==> src/sv/assert_macros.svh <==
// assertion macros used by the tracker core rtl
`ifndef ASSERT_MACROS_SVH
`define ASSERT_MACROS_SVH

// property that must hold at every edge outside reset
`define CTT_ASSERT_ALWAYS(lbl, prop, msg) \
   lbl: assert property (@(posedge clock) disable iff (reset) (prop)) else $error(msg);

// implication checked on the next edge
`define CTT_ASSERT_NEXT(lbl, ante, cons, msg) \
   lbl: assert property (@(posedge clock) disable iff (reset) (ante) |=> (cons)) else $error(msg);

`endif

==> src/sv/ctt_ram.sv <==
// generic simple dual port ram with registered read
module ctt_ram #(
   parameter int WIDTH = 8,
   parameter int DEPTH = 256
) (
   input  logic                     clock,
   input  logic                     wr_en,
   input  logic [$clog2(DEPTH)-1:0] wr_addr,
   input  logic [WIDTH-1:0]         wr_data,
   input  logic [$clog2(DEPTH)-1:0] rd_addr,
   output logic [WIDTH-1:0]         rd_data
);
   logic [WIDTH-1:0] mem_ff [DEPTH];
   logic [WIDTH-1:0] rd_data_ff;

   // write port
   always_ff @(posedge clock) begin
      if (wr_en) begin
         mem_ff[wr_addr] <= wr_data;
      end
   end

   // registered read
   always_ff @(posedge clock) begin
      rd_data_ff <= mem_ff[rd_addr];
   end

   assign rd_data = rd_data_ff;
endmodule
==> config.mk <==
export PLATFORM = sky130hd
export DESIGN_NAME = ctt_ram
export DESIGN_NICKNAME = d
export VERILOG_FILES = /design/src/sv/assert_macros.svh /design/src/sv/ctt_ram.sv
export SDC_FILE = /design/constraint.sdc
export NUM_CORES = 2
export LEC_CHECK = 0
export BUFFER_PORTS_ARGS = -buffer_cell sky130_fd_sc_hd__buf_2
export CORE_AREA = 2 2 443 554
export DETAILED_ROUTE_END_ITERATION = 12
export DIE_AREA = 0 0 445 556
export PLACE_DENSITY = 0.52
export SYNTH_ARGS = -nofsm -noshare
export SYNTH_HDL_FRONTEND = slang
export SYNTH_SLANG_ARGS = --single-unit
==> constraint.sdc <==
create_clock -name clock -period 2.3 [get_ports clock]
set_input_delay 0.115 -clock clock [delete_from_list [all_inputs] [get_ports clock]]
set_output_delay 0.115 -clock clock [all_outputs]
set_load 0.03 [all_outputs]
==> reports/qor.txt <==
status = complete, but fails checks
failing checks = negative setup slack
count leader, synth = edfxtp_1
final setup violation count = 1
RSZ-0062 raised after global routing = true
total die area = 247,000 µm²
DIE WIDTH = 445 µm
Starting Density = 32.9%
Seq pwr share = 53.5%
largest net degree at the start of global routing = 115
Avg Vias per Cell = 5.18
routed len/inst = 28.0 µm
clk root buf = clkbuf_16
average cell area after synthesis = 21.3 µm²
top cell type's share of synthesized area = 77.3%
hold path endpoint = mem_ff[0][6]
Critical Path Source Type = flip-flop
Critical Path Most Common Cell = mux4_2
Yosys top cell by area = edfxtp_1
Post-DP HPWL = 147,000 µm
layout cell share with drive strength beyond 1 = 33.7%
clock sink count = 2,056
synthesized netlist cell count = 3,733
R2R Path End = rd_data[0]
Die H = 556 µm
leakage = 30.7 nW
Req. time, crit path = 3020 ps
Power Internal = 60.5 mW
vias in the first global route = 42,300
period utilization = 101%
syn_nets = 3,759
PortBufs = 33
clock slew at the register clock pins of the worst setup and hold paths = 70 ps
synth top area cells = edfxtp_1 77%, mux4_2 13%, mux2i_1 1.7%
CTS tree = built
# nets final = 4,525
Worst path max stage delay = 560 ps
Final Wtd Congestion = 0.838
fillers = 21,600
busiest grt layer = met2
Finished Core Util = 39.5%
number of I/O pins = 34
Clock power frac = 40.5%
DRT iter0 DRCs = 3,863
area of the multi-input gates = 16,800 µm²
critical path endpoint category = flip-flop
DRT Wirelength = 219,000 µm
WS Path Type = flip-flop to flip-flop
most common library cells after synthesis = 2,048 x edfxtp_1, 454 x mux4_2, 282 x nor2_1
met3 Use GR = 2.09%
H-tree level count = 4
clk buf depth = 4
residual DRC count = 0
switching share of total power = 21.8%
RR Startpoint = mem_ff[83][0]
grt met1 use = 21.8%
first-pass GRT wire length = 314,000 µm
Crit path max-delay family = multiplexers
hold depth = 5
Final Hold Slack = 75.1 ps
Reg2Reg Setup Slack = -30 ps
maxcap violations = 0
Total GRT Usage = 17.6%
Comb power frac = 6.0%
Syn-to-layout area delta = 20.4%
WP buf/inv = 1
final worst slack = -33.9 ps
Site Rows = 202
Post-synth EDFFs = 2,048
Max IR drop VDD = 0.000592 V
pwr/cell area = 808 nW/µm²
post-synthesis sequential area ratio = 77.5%
fmax = 0.428 GHz
vias = 40,500
min-delay src = wr_addr[5]
cts bufs inserted = 201
first drt pass iteration count = 6
CP arrival = 3050 ps
grt ovf = 0
Main synth FF type = edfxtp_1
Reg area = 61,700 µm²
CP Cell Sequence = mux4_2 > mux4_2 > nor2b_4 > nor4_4 > buf_4 > nor4_2
Slew Viols, Final = 0
Max Clock Skew = 39.7 ps
asr flop ratio synth = 0%
Yosys reg bits = 2,056
final antenna-violating net count = 0
R2R cell count = 6
met2 Usage GRT = 31.4%
Slew @ Worst Pin = 912 ps
worst hold path class = input pin to flip-flop
Synth cell types = 55
core area = 242,000 µm²
CP Max Fanout = 1
worst-skew pair later-pin latency = 840 ps
Psw = 16.9 mW
Rel. slew slack = 39.0%
Mapped Area = 79,600 µm²
CP max-delay cell = mux4_2
crit path time final = 2330 ps
Hold Vio Cnt, Final = 0
initial antenna violation count = 7
Synth warnings = 0
worst max path at each step:
| stage | slack, ps | end | cells past startpoint | start |
|---|---|---|---|---|
| 4_1_cts | -80 | rd_data[7] | 6 | mem_ff[82][7] |
| 2_1_floorplan | 250 | rd_data[2] | 9 | rd_addr[0] |
| 6_report | -30 | rd_data[0] | 6 | mem_ff[83][0] |
| 3_5_place_dp | -1200 | rd_data[4] | 9 | rd_addr[0] |
| 3_3_place_gp | -1190 | rd_data[4] | 9 | rd_addr[0] |
| 5_1_grt | -40 | rd_data[7] | 6 | mem_ff[82][7] |
cells in the final DEF (no fill, tap or decap), types with 9 or more instances in the layout:
cell type,Yosys,routed
a211oi_1,16,13
a21oi_1,96,96
a22oi_1,133,133
buf_12,8,94
buf_2,31,21
buf_4,27,657
buf_8,13,10
bufinv_16,0,9
clkbuf_1,111,41
clkbuf_16,0,206
clkinv_1,1,47
clkinv_2,0,36
diode_2,0,15
dlygate4sd3_1,0,14
edfxtp_1,2048,2048
mux2i_1,134,134
mux4_2,454,455
nand2_1,33,33
nand3_1,34,26
nand4_1,10,10
nor2_1,282,278
nor2b_1,31,26
nor3_1,22,16
nor4_1,24,14
nor4_2,3,10
o211ai_1,10,10
o21ai_0,10,9
o221ai_1,46,46
o22ai_1,28,28
power groups by stage:
stage	clock network (mW)	registers [mW]	logic [mW]
after floorplan	0	42.2	2.01
after global placement	0	42.2	4.61
after detailed placement	0	42.2	4.65
after CTS	32.0	41.4	4.72
after global routing	33.3	41.4	4.92
final	31.3	41.4	4.66
sequential cells by signal, summed over array words and instances (netlist names):
register,flops
mem_ff,2048
rd_data,8
logic make-up after synthesis:
| family | after synthesis | synth area share (%) |
|---|---|---|
| AO/OA/AOI/OAI | 385 | 3.42 |
| AND/OR/NAND/NOR | 466 | 2.63 |
| flip-flops | 2056 | 77.5 |
| multiplexers | 591 | 14.6 |
| buffers and inverters | 235 | 1.83 |
routing by layer:
metal	vias up	wire length, µm
li1	17200	-
met1	21800	85900
met2	1138	115000
met3	351	9730
met4	2	8560
met5	-	13
area by class of cell:
cell class	instances	share of cell area, %
Tap cell	3162	4.13
Clock inverter	108	0.818
Antenna cell	15	0.0392
Inverter	2	0.00784
Sequential cell	2056	64.4
Multi-Input combinational cell	1442	17.5
Clock buffer	247	5.54
Timing Repair Buffer	796	7.53
through the flow:
step | power [mW] | cell area (µm²) | setup WS [ps] | setup TNS (ps) | instances
after floorplan | 44.2 | 79600 | 247 | 0 | 3733
after global placement | 46.8 | 89200 | -1190 | -6900 | 7444
after detailed placement | 46.9 | 89200 | -1200 | -6820 | 7444
after CTS | 78.1 | 95600 | -81.9 | -119 | 7813
after global routing | 79.6 | 95700 | -41.7 | -115 | 7816
final | 77.4 | 95800 | -33.9 | -33.9 | 7828
tightest hold or removal path, delay by kind of cell:
kind / cells / cell delay, ps
simple gates: 3 / 260
buf+inv: 2 / 370
repair_timing:
action,4_1_cts,5_1_grt
hold endpoints to repair,1169,0
pin swaps,9,13
setup buffers,0,0
setup endpoints to repair,8,7
hold buffers,14,0
gates resized for setup,27,18
Power figures use the tool's default switching activity.
